<file path="config.mk">
export PLATFORM = sky130hd
export DESIGN_NAME = uart_baud_divisor_search_flat
export DESIGN_NICKNAME = d
export VERILOG_FILES = /design/src/rtl/ubds_pkg.sv /design/src/rtl/ubds_in_if.sv /design/src/rtl/ubds_out_if.sv /design/src/rtl/ubds_divider.sv /design/src/rtl/ubds_datapath.sv /design/src/rtl/ubds_ctrl.sv /design/src/rtl/uart_baud_divisor_search.sv /design/src/flat_wrapper.sv
export SDC_FILE = /design/constraint.sdc
export NUM_CORES = 1
export LEC_CHECK = 0
export ABC_CLOCK_PERIOD_IN_PS = 6700
export CORE_UTILIZATION = 60
export DETAILED_ROUTE_END_ITERATION = 8
export DONT_BUFFER_PORTS = 1
export PLACE_DENSITY = 0.76
export SYNTH_ARGS = -nofsm -noshare
export SYNTH_HDL_FRONTEND = slang
export SYNTH_HIERARCHICAL = 1
export SYNTH_SLANG_ARGS = --single-unit
</file>
<file path="constraint.sdc">
create_clock -name i_clk -period 6.7 [get_ports i_clk]
set_input_delay 0 -clock i_clk [delete_from_list [all_inputs] [get_ports i_clk]]
set_output_delay 0 -clock i_clk [all_outputs]
set_load 0.01 [all_outputs]
</file>
<file path="src/rtl/ubds_pkg.sv">
package ubds_pkg;

    // Field widths
    localparam int BAUD_W     = 24;
    localparam int CLK_W      = 28;
    localparam int SCALE_W    = 8;
    localparam int STEP_W     = 16;
    localparam int STEP_OUT_W = 14;
    localparam int ACH_W      = 25;
    localparam int ERR_W      = 24;

    // Step unit is 2^FRAC_W
    localparam int FRAC_W = 17;
    // baud * (scale + 1), scale + 1 <= 256
    localparam int PROD_W = 32;
    // Dividend of both divisions
    localparam int NUM_W  = PROD_W + FRAC_W;
    // Quotient kept by the divider; higher bits only set a sticky overflow
    localparam int QUO_W  = 25;
    localparam int CNT_W  = $clog2(NUM_W + 1);

    localparam logic [CLK_W-1:0] CLK_RESET = CLK_W'(25000000);

    typedef enum logic [2:0] {
        ST_IDLE,
        ST_D1_GO,
        ST_D1_WAIT,
        ST_D2_GO,
        ST_D2_WAIT,
        ST_DONE
    } t_state;

    typedef enum logic {
        DIV_STEP,
        DIV_RATE
    } t_div_sel;

    // Controller to datapath
    typedef struct packed {
        logic     load;
        logic     div_start;
        t_div_sel div_sel;
        logic     save_step;
        logic     update;
        logic     next;
        logic     publish;
    } t_cmd;

    // Datapath to controller
    typedef struct packed {
        logic clk_zero;
        logic div_done;
        logic step_over;
        logic last_scale;
    } t_status;

endpackage

</file>
<file path="src/rtl/ubds_in_if.sv">
interface ubds_in_if;
    logic                         valid;
    logic                         ready;
    logic [ubds_pkg::BAUD_W-1:0]  target_baud;

    modport source (output valid, output target_baud, input ready);
    modport sink (input valid, input target_baud, output ready);
endinterface

</file>
<file path="src/rtl/ubds_out_if.sv">
interface ubds_out_if;
    logic                            valid;
    logic                            ready;
    logic [ubds_pkg::SCALE_W-1:0]    best_scale;
    logic [ubds_pkg::STEP_OUT_W-1:0] best_step;
    logic [ubds_pkg::ACH_W-1:0]      achieved_baud;
    logic [ubds_pkg::ERR_W-1:0]      baud_error;
    logic                            found;

    modport source (
        output valid, output best_scale, output best_step, output achieved_baud,
        output baud_error, output found, input ready
    );
    modport sink (
        input valid, input best_scale, input best_step, input achieved_baud,
        input baud_error, input found, output ready
    );
endinterface

</file>
<file path="src/rtl/ubds_divider.sv">
module ubds_divider (
    input  logic                        i_clk,
    input  logic                        i_rst_n,
    input  logic                        i_start,
    input  logic [ubds_pkg::NUM_W-1:0]  i_dividend,
    input  logic [ubds_pkg::CLK_W-1:0]  i_divisor,
    output logic                        o_done,
    output logic [ubds_pkg::QUO_W-1:0]  o_quotient,
    output logic                        o_overflow,
    output logic [ubds_pkg::CLK_W-1:0]  o_remainder
);
    import ubds_pkg::*;

    logic             r_busy, n_busy;
    logic             r_done, n_done;
    logic [CNT_W-1:0] r_cnt, n_cnt;
    logic [NUM_W-1:0] r_dvd;
    logic [CLK_W-1:0] r_div;
    logic [CLK_W-1:0] r_rem, n_rem;
    logic [QUO_W-1:0] r_quo;
    logic             r_ovf;

    logic [CLK_W:0]   w_trial;
    logic [CLK_W:0]   w_diff;
    logic             w_fits;

    // One restoring step: bring down the next dividend bit, subtract if it fits
    always_comb begin
        w_trial = {r_rem, r_dvd[NUM_W-1]};
        w_diff  = w_trial - {1'b0, r_div};
        w_fits  = (w_trial >= {1'b0, r_div});
        n_rem   = w_fits ? w_diff[CLK_W-1:0] : w_trial[CLK_W-1:0];
    end

    // Iteration control
    always_comb begin
        n_busy = r_busy;
        n_cnt  = r_cnt;
        n_done = 1'b0;
        if (i_start) begin
            n_busy = 1'b1;
            n_cnt  = CNT_W'(NUM_W);
        end else if (r_busy) begin
            n_cnt = r_cnt - CNT_W'(1);
            if (r_cnt == CNT_W'(1)) begin
                n_busy = 1'b0;
                n_done = 1'b1;
            end
        end
    end

    always_ff @(posedge i_clk) begin
        if (!i_rst_n) begin
            r_busy <= 1'b0;
            r_done <= 1'b0;
            r_cnt  <= '0;
        end else begin
            r_busy <= n_busy;
            r_done <= n_done;
            r_cnt  <= n_cnt;
        end
    end

    // Shift registers for dividend, remainder and quotient
    always_ff @(posedge i_clk) begin
        if (i_start) begin
            r_dvd <= i_dividend;
            r_div <= i_divisor;
            r_rem <= '0;
            r_quo <= '0;
            r_ovf <= 1'b0;
        end else if (r_busy) begin
            r_dvd <= {r_dvd[NUM_W-2:0], 1'b0};
            r_rem <= n_rem;
            r_quo <= {r_quo[QUO_W-2:0], w_fits};
            r_ovf <= r_ovf | r_quo[QUO_W-1];
        end
    end

    assign o_done      = r_done;
    assign o_quotient  = r_quo;
    assign o_overflow  = r_ovf;
    assign o_remainder = r_rem;

endmodule

</file>
<file path="src/rtl/ubds_datapath.sv">
module ubds_datapath #(
    parameter int SCALE_LIMIT = 255,
    parameter int STEP_LIMIT  = 13107
) (
    input  logic                             i_clk,
    input  logic                             i_rst_n,
    input  ubds_pkg::t_cmd                   i_cmd,
    output ubds_pkg::t_status                o_status,
    input  logic [ubds_pkg::BAUD_W-1:0]      i_target_baud,
    input  logic [ubds_pkg::CLK_W-1:0]       i_uart_clock,
    output logic [ubds_pkg::SCALE_W-1:0]     o_best_scale,
    output logic [ubds_pkg::STEP_OUT_W-1:0]  o_best_step,
    output logic [ubds_pkg::ACH_W-1:0]       o_achieved_baud,
    output logic [ubds_pkg::ERR_W-1:0]       o_baud_error,
    output logic                             o_found
);
    import ubds_pkg::*;

    localparam int SP1_W = $clog2(SCALE_LIMIT + 1);
    localparam int A_W   = PROD_W + 1;

    logic [BAUD_W-1:0]  r_baud;
    logic [PROD_W-1:0]  r_m;
    logic [SP1_W-1:0]   r_sp1;
    logic [CLK_W-1:0]   r_rem;
    logic [STEP_W-1:0]  r_step;
    logic [SCALE_W-1:0] r_best_scale;
    logic [STEP_W-1:0]  r_best_step;
    logic [BAUD_W-1:0]  r_best_rate;
    logic [ERR_W-1:0]   r_min_err;
    logic               r_found;

    logic [NUM_W-1:0]   w_dividend;
    logic [CLK_W-1:0]   w_divisor;
    logic               w_div_done;
    logic [QUO_W-1:0]   w_quo;
    logic               w_ovf;
    logic [CLK_W-1:0]   w_div_rem;

    logic [A_W-1:0]     w_a;
    logic [NUM_W-1:0]   w_n2;
    logic [BAUD_W-1:0]  w_rate;
    logic [ERR_W-1:0]   w_err;

    // clk*step = baud*(s+1)*2^17 - rem, so the rounded-rate numerator is
    // (2*baud*(s+1) + (s+1)) * 2^16 - rem
    always_comb begin
        w_a  = {r_m, 1'b0} + A_W'(r_sp1);
        w_n2 = {w_a, {(FRAC_W - 1){1'b0}}} - NUM_W'(r_rem);
    end

    // Divider operand select
    always_comb begin
        if (i_cmd.div_sel == DIV_STEP) begin
            w_dividend = {r_m, {FRAC_W{1'b0}}};
            w_divisor  = i_uart_clock;
        end else begin
            w_dividend = NUM_W'(w_n2[NUM_W-1:FRAC_W]);
            w_divisor  = CLK_W'(r_sp1);
        end
    end

    ubds_divider u_divider (
        .i_clk       (i_clk),
        .i_rst_n     (i_rst_n),
        .i_start     (i_cmd.div_start),
        .i_dividend  (w_dividend),
        .i_divisor   (w_divisor),
        .o_done      (w_div_done),
        .o_quotient  (w_quo),
        .o_overflow  (w_ovf),
        .o_remainder (w_div_rem)
    );

    // Achieved rate never exceeds the target, so the error is target - rate
    always_comb begin
        w_rate = w_quo[BAUD_W-1:0];
        w_err  = r_baud - w_rate;
    end

    // Status back to the controller
    always_comb begin
        o_status.clk_zero   = (i_uart_clock == '0);
        o_status.div_done   = w_div_done;
        o_status.step_over  = w_ovf || (w_quo > QUO_W'(STEP_LIMIT));
        o_status.last_scale = (r_sp1 == SP1_W'(SCALE_LIMIT));
    end

    // Search registers
    always_ff @(posedge i_clk) begin
        if (i_cmd.load) begin
            r_baud       <= i_target_baud;
            r_m          <= PROD_W'(i_target_baud);
            r_sp1        <= SP1_W'(1);
            r_best_scale <= '0;
            r_best_step  <= '0;
            r_best_rate  <= '0;
            r_min_err    <= i_target_baud;
            r_found      <= 1'b0;
        end else begin
            if (i_cmd.save_step) begin
                r_step <= w_quo[STEP_W-1:0];
                r_rem  <= w_div_rem;
            end
            if (i_cmd.update && (w_err < r_min_err)) begin
                r_best_scale <= SCALE_W'(r_sp1 - SP1_W'(1));
                r_best_step  <= r_step;
                r_best_rate  <= w_rate;
                r_min_err    <= w_err;
                r_found      <= 1'b1;
            end
            if (i_cmd.next) begin
                r_m   <= r_m + PROD_W'(r_baud);
                r_sp1 <= r_sp1 + SP1_W'(1);
            end
        end
    end

    assign o_best_scale    = r_best_scale;
    assign o_best_step     = r_best_step[STEP_OUT_W-1:0];
    assign o_achieved_baud = ACH_W'(r_best_rate);
    assign o_baud_error    = r_min_err;
    assign o_found         = r_found;

endmodule

</file>
<file path="src/rtl/ubds_ctrl.sv">
module ubds_ctrl (
    input  logic              i_clk,
    input  logic              i_rst_n,
    input  logic              i_in_valid,
    output logic              o_in_ready,
    input  logic              i_out_free,
    input  ubds_pkg::t_status i_status,
    output ubds_pkg::t_cmd    o_cmd
);
    import ubds_pkg::*;

    t_state r_state, n_state;

    // State register
    always_ff @(posedge i_clk) begin
        if (!i_rst_n) begin
            r_state <= ST_IDLE;
        end else begin
            r_state <= n_state;
        end
    end

    // Next state and commands
    always_comb begin
        n_state       = r_state;
        o_in_ready    = 1'b0;
        o_cmd         = '0;
        o_cmd.div_sel = DIV_STEP;
        case (r_state)
            ST_IDLE: begin
                o_in_ready = 1'b1;
                if (i_in_valid) begin
                    o_cmd.load = 1'b1;
                    n_state    = i_status.clk_zero ? ST_DONE : ST_D1_GO;
                end
            end
            ST_D1_GO: begin
                o_cmd.div_start = 1'b1;
                o_cmd.div_sel   = DIV_STEP;
                n_state         = ST_D1_WAIT;
            end
            ST_D1_WAIT: begin
                if (i_status.div_done) begin
                    if (i_status.step_over) begin
                        n_state = ST_DONE;
                    end else begin
                        o_cmd.save_step = 1'b1;
                        n_state         = ST_D2_GO;
                    end
                end
            end
            ST_D2_GO: begin
                o_cmd.div_start = 1'b1;
                o_cmd.div_sel   = DIV_RATE;
                n_state         = ST_D2_WAIT;
            end
            ST_D2_WAIT: begin
                o_cmd.div_sel = DIV_RATE;
                if (i_status.div_done) begin
                    o_cmd.update = 1'b1;
                    if (i_status.last_scale) begin
                        n_state = ST_DONE;
                    end else begin
                        o_cmd.next = 1'b1;
                        n_state    = ST_D1_GO;
                    end
                end
            end
            ST_DONE: begin
                if (i_out_free) begin
                    o_cmd.publish = 1'b1;
                    n_state       = ST_IDLE;
                end
            end
            default: begin
                n_state = ST_IDLE;
            end
        endcase
    end

endmodule

</file>
<file path="src/rtl/uart_baud_divisor_search.sv">
// Baud divisor search.
// Input channel i_in carries one target baud rate per transaction; output
// channel o_out returns one transaction with the best scale/step pair, the
// achieved (rounded) baud rate, its absolute error and a found flag.
// The reference clock in hertz is written through i_cfg_we / i_cfg_wdata;
// the user must write it only while the block is idle; the block does
// not enforce this. It resets to 25 MHz. Each scale value tried takes
// two passes through one bit-serial restoring divider (49 dividend bits,
// one bit per cycle) plus sequencing. The search ends at once on a zero
// clock, else at the first step above STEP_LIMIT or after SCALE_LIMIT
// scales. One item is worked on at a time. The result sits in an output
// register; the next target is accepted while it waits. A search that
// finishes while that register is still full holds until o_out is taken.
// Reset (synchronous, active low) clears all control state and returns
// the clock register to its reset value.
module uart_baud_divisor_search #(
    parameter int SCALE_LIMIT = 255,
    parameter int STEP_LIMIT  = 13107
) (
    input  logic                           i_clk,
    input  logic                           i_rst_n,
    input  logic                           i_cfg_we,
    input  logic [ubds_pkg::CLK_W-1:0]     i_cfg_wdata,
    ubds_in_if.sink                        i_in,
    ubds_out_if.source                     o_out
);
    import ubds_pkg::*;

    logic [CLK_W-1:0]      r_clk;
    logic                  r_out_valid;
    logic [SCALE_W-1:0]    r_out_scale;
    logic [STEP_OUT_W-1:0] r_out_step;
    logic [ACH_W-1:0]      r_out_ach;
    logic [ERR_W-1:0]      r_out_err;
    logic                  r_out_found;

    t_cmd                  w_cmd;
    t_status               w_status;
    logic                  w_out_free;
    logic [SCALE_W-1:0]    w_scale;
    logic [STEP_OUT_W-1:0] w_step;
    logic [ACH_W-1:0]      w_ach;
    logic [ERR_W-1:0]      w_err;
    logic                  w_found;

    // Reference clock register
    always_ff @(posedge i_clk) begin
        if (!i_rst_n) begin
            r_clk <= CLK_RESET;
        end else if (i_cfg_we) begin
            r_clk <= i_cfg_wdata;
        end
    end

    assign w_out_free = !r_out_valid || o_out.ready;

    ubds_ctrl u_ctrl (
        .i_clk      (i_clk),
        .i_rst_n    (i_rst_n),
        .i_in_valid (i_in.valid),
        .o_in_ready (i_in.ready),
        .i_out_free (w_out_free),
        .i_status   (w_status),
        .o_cmd      (w_cmd)
    );

    ubds_datapath #(
        .SCALE_LIMIT (SCALE_LIMIT),
        .STEP_LIMIT  (STEP_LIMIT)
    ) u_datapath (
        .i_clk           (i_clk),
        .i_rst_n         (i_rst_n),
        .i_cmd           (w_cmd),
        .o_status        (w_status),
        .i_target_baud   (i_in.target_baud),
        .i_uart_clock    (r_clk),
        .o_best_scale    (w_scale),
        .o_best_step     (w_step),
        .o_achieved_baud (w_ach),
        .o_baud_error    (w_err),
        .o_found         (w_found)
    );

    // Output register valid
    always_ff @(posedge i_clk) begin
        if (!i_rst_n) begin
            r_out_valid <= 1'b0;
        end else if (w_cmd.publish) begin
            r_out_valid <= 1'b1;
        end else if (o_out.ready) begin
            r_out_valid <= 1'b0;
        end
    end

    // Output register payload
    always_ff @(posedge i_clk) begin
        if (w_cmd.publish) begin
            r_out_scale <= w_scale;
            r_out_step  <= w_step;
            r_out_ach   <= w_ach;
            r_out_err   <= w_err;
            r_out_found <= w_found;
        end
    end

    assign o_out.valid         = r_out_valid;
    assign o_out.best_scale    = r_out_scale;
    assign o_out.best_step     = r_out_step;
    assign o_out.achieved_baud = r_out_ach;
    assign o_out.baud_error    = r_out_err;
    assign o_out.found         = r_out_found;

endmodule
</file>
<file path="src/flat_wrapper.sv">
// flat-port wrapper written by rule: the top's interface ports become plain ports
module uart_baud_divisor_search_flat import ubds_pkg::*;
#(
    parameter int SCALE_LIMIT = 255,
    parameter int STEP_LIMIT  = 13107
)
  (i_clk, i_rst_n, i_cfg_we, i_cfg_wdata, i_in_valid, i_in_target_baud, i_in_ready, o_out_valid, o_out_best_scale, o_out_best_step, o_out_achieved_baud, o_out_baud_error, o_out_found, o_out_ready);
  ubds_in_if i_in_i ();
  ubds_out_if o_out_i ();
  input  logic i_clk;
  input  logic i_rst_n;
  input  logic i_cfg_we;
  input  logic [ubds_pkg::CLK_W-1:0] i_cfg_wdata;
  input wire logic [$bits(i_in_i.valid)-1:0] i_in_valid;
  input wire logic [$bits(i_in_i.target_baud)-1:0] i_in_target_baud;
  output wire logic [$bits(i_in_i.ready)-1:0] i_in_ready;
  output wire logic [$bits(o_out_i.valid)-1:0] o_out_valid;
  output wire logic [$bits(o_out_i.best_scale)-1:0] o_out_best_scale;
  output wire logic [$bits(o_out_i.best_step)-1:0] o_out_best_step;
  output wire logic [$bits(o_out_i.achieved_baud)-1:0] o_out_achieved_baud;
  output wire logic [$bits(o_out_i.baud_error)-1:0] o_out_baud_error;
  output wire logic [$bits(o_out_i.found)-1:0] o_out_found;
  input wire logic [$bits(o_out_i.ready)-1:0] o_out_ready;
  assign i_in_i.valid = i_in_valid;
  assign i_in_i.target_baud = i_in_target_baud;
  assign i_in_ready = i_in_i.ready;
  assign o_out_valid = o_out_i.valid;
  assign o_out_best_scale = o_out_i.best_scale;
  assign o_out_best_step = o_out_i.best_step;
  assign o_out_achieved_baud = o_out_i.achieved_baud;
  assign o_out_baud_error = o_out_i.baud_error;
  assign o_out_found = o_out_i.found;
  assign o_out_i.ready = o_out_ready;
  uart_baud_divisor_search #(.SCALE_LIMIT(SCALE_LIMIT), .STEP_LIMIT(STEP_LIMIT)) u_core (.i_clk(i_clk), .i_rst_n(i_rst_n), .i_cfg_we(i_cfg_we), .i_cfg_wdata(i_cfg_wdata), .i_in(i_in_i), .o_out(o_out_i));
endmodule
</file>
==> results.yml <==
grt:
  grt_start_max_net_pins: 79
  grt_pass1_wl_um: 87720
  grt_use_total_pct: 28.74
  grt_pass1_vias: 16240
  grt_remaining_overflow: 0
  antenna_found_initial: 0
drt:
  drtIter0Drc: 1420
  wire_per_inst_um: 20.18
  vias: 16980
  drcViolationCount: 0
  dr.pass1.iters: 7
  ant_nets: 0
  via_per_inst: 6.075
  routed_wl_um: 56410
clock_tree:
  cts_max_level: 2
  cts_tree: "built"
  post-cts-setup-buffer-count: 0
  cts-root-buf: "clkbuf_16"
  cts_buffers: 43
  path_clk_slew_ns: 0.07
  clock_sinks: 420
  clk_latency_ns: 0.61
  max-clock-path-buffers: 3
sta:
  drv_slew: 0
  setup_violations: 0
  tightest_slew_ns: 1.215
  whs_ns: 0.07236
  rsz0062_at_grt: "false"
  fin_crit_sh_pct: 84.56
  finalHoldViolCount: 0
  slew_headroom_pct: 18.72
  fmax_ghz: 0.1765
  fin_setup_tns_ns: 0
  fin_crit_ns: 5.666
  skew_ns: 0.04155
pwr:
  pwr-share-seq_pct: 40.5
  p_int_uw: 5523
  comb_power_share_pct: 30.5
  switchingPower_uw: 2796
  ir_drop_mv: 0.2279
  clkPwrFrac_pct: 29.0
  powerDensity_nw_per_um2: 323.6
  sw_frac_of_total_pct: 33.61
  p_leak_uw: 0.009783
yosys:
  yosysTopAreaCell: "edfxtp_1"
  synth_area_per_cell_um2: 10.49
  synth-seq-area-share_pct: 48.12
  syn-instance-count: 2188
  syn_nets: 2370
  synth_most_common_cell: "edfxtp_1"
  synthArstFlopShare_pct: 0
  synthFlopType: "edfxtp_1"
  synth_cell_types: 103
  synth_commonest_cells: "263 x edfxtp_1, 197 x nor2_1, 157 x dfxtp_1"
  synth_top_area_share_pct: 34.42
  synthesis.area_um2: 22940
  synth.area.top_cells: "edfxtp_1 34%, dfxtp_1 14%, ha_1 6.6%"
  yosys_warnings: 6
  ys_ff_latch: 420
  synth_edf_count: 263
layout:
  drive_above_1_share_pct: 8.800
  area_delta_synth_final_pct: 12.02
  fin_util_pct: 68.24
  fill_cells: 2904
  fin_nets: 2431
  n_antenna_cell: 0
critical_path:
  reg2reg_to: "u_core/u_datapath/r_best_step[7]"
  cp_slowest_cell: "buf_4"
  crit_end: "u_core/u_datapath/r_best_step[7]"
  rrSetupSlack_ns: 1.03
  slowest_delay_ns: 0.66
  cp_data_arrival_time_ns: 6.12
  crit_chain: "inv_1 > ha_1 > inv_1 > fa_1 > a211oi_1 > nor4_1 > nor4b_1 > o31ai_1 > and2_1 > a2111o_1 > a31o_2 > a21oi_1 > xnor2_1 > ha_1 > and3_1 > a31oi_1 > nor4bb_4 > buf_4 > mux2i_1 > nor2_1"
  crit_path_start: "u_core/u_datapath/r_baud[0]"
  path_max_fanout: 53
  timing.rr.start: "u_core/u_datapath/r_baud[0]"
  worst_setup_path_start_kind: "register"
  reg2regPathDepth: 20
  required_ns: 7.16
  worst-setup-path-type: "register to register"
  cp-end-kind: "register"
floorplan:
  core-area_um2: 37670
  ioPinCount: 131
  die_area_um2: 39030
  die_y_um: 197.6
  die_w_um: 197.6
  initial_core_util_pct: 60.92
  rows: 71
status:
  status: "finished clean"
placed_design:
  portBuffers: 0
  dp_hpwl_um: 38050
  routabilityCongestion: 0.9547
min_path:
  hold_path.class: "primary input to register"
flow_run:
  cap_violations: 0
## registers in the layout (all words and copies together), names as in the netlist, 3 cells and up
signal and cells:
u_core/o_out.achieved_baud 25, u_core/o_out.baud_error 24, u_core/o_out.best_scale 8, u_core/o_out.best_step 14, u_core/r_clk 28, u_core/u_ctrl/r_state 3
u_core/u_datapath/o_baud_error 24, u_core/u_datapath/o_best_scale 8, u_core/u_datapath/r_baud 24, u_core/u_datapath/r_best_rate 24, u_core/u_datapath/r_best_step 14, u_core/u_datapath/r_m 32
u_core/u_datapath/r_rem 28, u_core/u_datapath/r_sp1 8, u_core/u_datapath/r_step 14, u_core/u_datapath/u_divider/o_quotient 25, u_core/u_datapath/u_divider/o_remainder 28, u_core/u_datapath/u_divider/r_cnt 6
u_core/u_datapath/u_divider/r_div 28, u_core/u_datapath/u_divider/r_dvd 49
## cell usage in the layout (no fill, tap or decap), types with 8 or more instances in the layout
master / synthesis / layout
edfxtp_1: 263 / 263
nor2_1: 197 / 196
dfxtp_1: 157 / 156
inv_1: 140 / 140
nand2_1: 126 / 125
ha_1: 121 / 121
dlygate4sd3_1: 0 / 103
mux2i_1: 100 / 100
a21oi_1: 100 / 100
o21ai_0: 86 / 85
mux2_2: 78 / 78
xnor2_1: 75 / 75
nor2b_1: 71 / 69
nand3_1: 59 / 59
xor2_1: 47 / 47
clkbuf_16: 0 / 43
a21o_1: 35 / 35
and3_1: 33 / 33
nor3_1: 29 / 29
nand2b_1: 28 / 28
a211oi_1: 27 / 27
nor4_1: 23 / 23
a31oi_1: 21 / 21
nand4_1: 20 / 20
a311oi_1: 19 / 19
o21a_1: 17 / 17
clkbuf_1: 67 / 16
or3_1: 15 / 15
buf_4: 5 / 12
and2_1: 12 / 11
or2_2: 11 / 11
o21ai_1: 10 / 10
o31ai_1: 9 / 9
o21bai_1: 9 / 9
o211ai_1: 9 / 9
o2111ai_1: 8 / 8
## worst min-delay path by stage
stage	startpoint	to	slack, ns	cells after the start
finish	i_in_target_baud[22]	u_core/u_datapath/r_baud[22]	0.07	1
global route	i_in_target_baud[19]	u_core/u_datapath/r_baud[19]	0.06	1
CTS	i_in_target_baud[22]	u_core/u_datapath/r_baud[22]	0.04	1
detailed placement	i_rst_n	u_core/r_clk[6]	0.07	1
global placement	i_rst_n	u_core/r_clk[6]	0.06	1
floorplan	i_in_target_baud[0]	u_core/u_datapath/r_baud[0]	0.1	0
## power groups by stage
stage / registers (µW) / logic [µW] / clock network [µW]
2_1_floorplan: 3290 / 1980 / 0
3_3_place_gp: 3410 / 2340 / 0
3_5_place_dp: 3410 / 2390 / 0
4_1_cts: 3360 / 2490 / 2450
5_1_grt: 3390 / 2790 / 2550
6_report: 3370 / 2530 / 2420
## per-stage QoR
stage | area, µm² | power [µW] | setup slack [ns] | std cells
2_1_floorplan | 22940 | 5263 | 1.713 | 2188
3_3_place_gp | 23230 | 5747 | 1.305 | 2611
3_5_place_dp | 23230 | 5806 | 1.164 | 2611
4_1_cts | 25700 | 8292 | 1.153 | 2795
5_1_grt | 25700 | 8734 | 0.6885 | 2795
6_report | 25700 | 8319 | 1.034 | 2795
## cell families after synthesis
group,after synthesis,share of synthesized area (%)
AO/OA/AOI/OAI,438,13.01
AND/OR/NAND/NOR,661,14.50
buffers and inverters,241,4.466
other,1,0.01634
flip-flops,420,48.12
adder cells (fa/ha/maj),125,6.947
XOR/XNOR,122,4.657
multiplexers,180,8.289
## area by class of cell
cell class / instances / area, µm² / share of cell area [%]
flip-flops and latches: 420 / 11040 / 42.96
multi-input cells: 1527 / 10930 / 42.54
clock buffers: 63 / 1191 / 4.634
repair buffers: 116 / 1141 / 4.439
well taps: 511 / 639.4 / 2.487
inverters: 141 / 529.3 / 2.059
clock inverters: 17 / 227.7 / 0.8859
## critical path: cells and delay by family (launching register included)
family / cells / cell delay, ns
mux: 1 / 0.28
xor+xnor: 1 / 0.14
compound gates: 6 / 1.56
fa+ha+maj: 3 / 0.85
buf+inv: 3 / 0.79
simple gates: 6 / 1.44
flops: 1 / 0.39
## layer usage
| metal | global-route usage, % | wire, µm | vias up |
|---|---|---|---|
| met3 | 5.003 | 3767 | 107 |
| li1 | - | - | 8098 |
| met5 | 0 | 0 | - |
| met2 | 45.83 | 26150 | 570 |
| met1 | 39.73 | 24900 | 8206 |
| met4 | 9.360 | 1600 | 0 |
## timing repair
action,4_1_cts,5_1_grt
hold buffers,104,0
resized for setup,0,0
endpoints found under the hold margin,126,0
No activity file was read; power rests on OpenSTA's default activity.
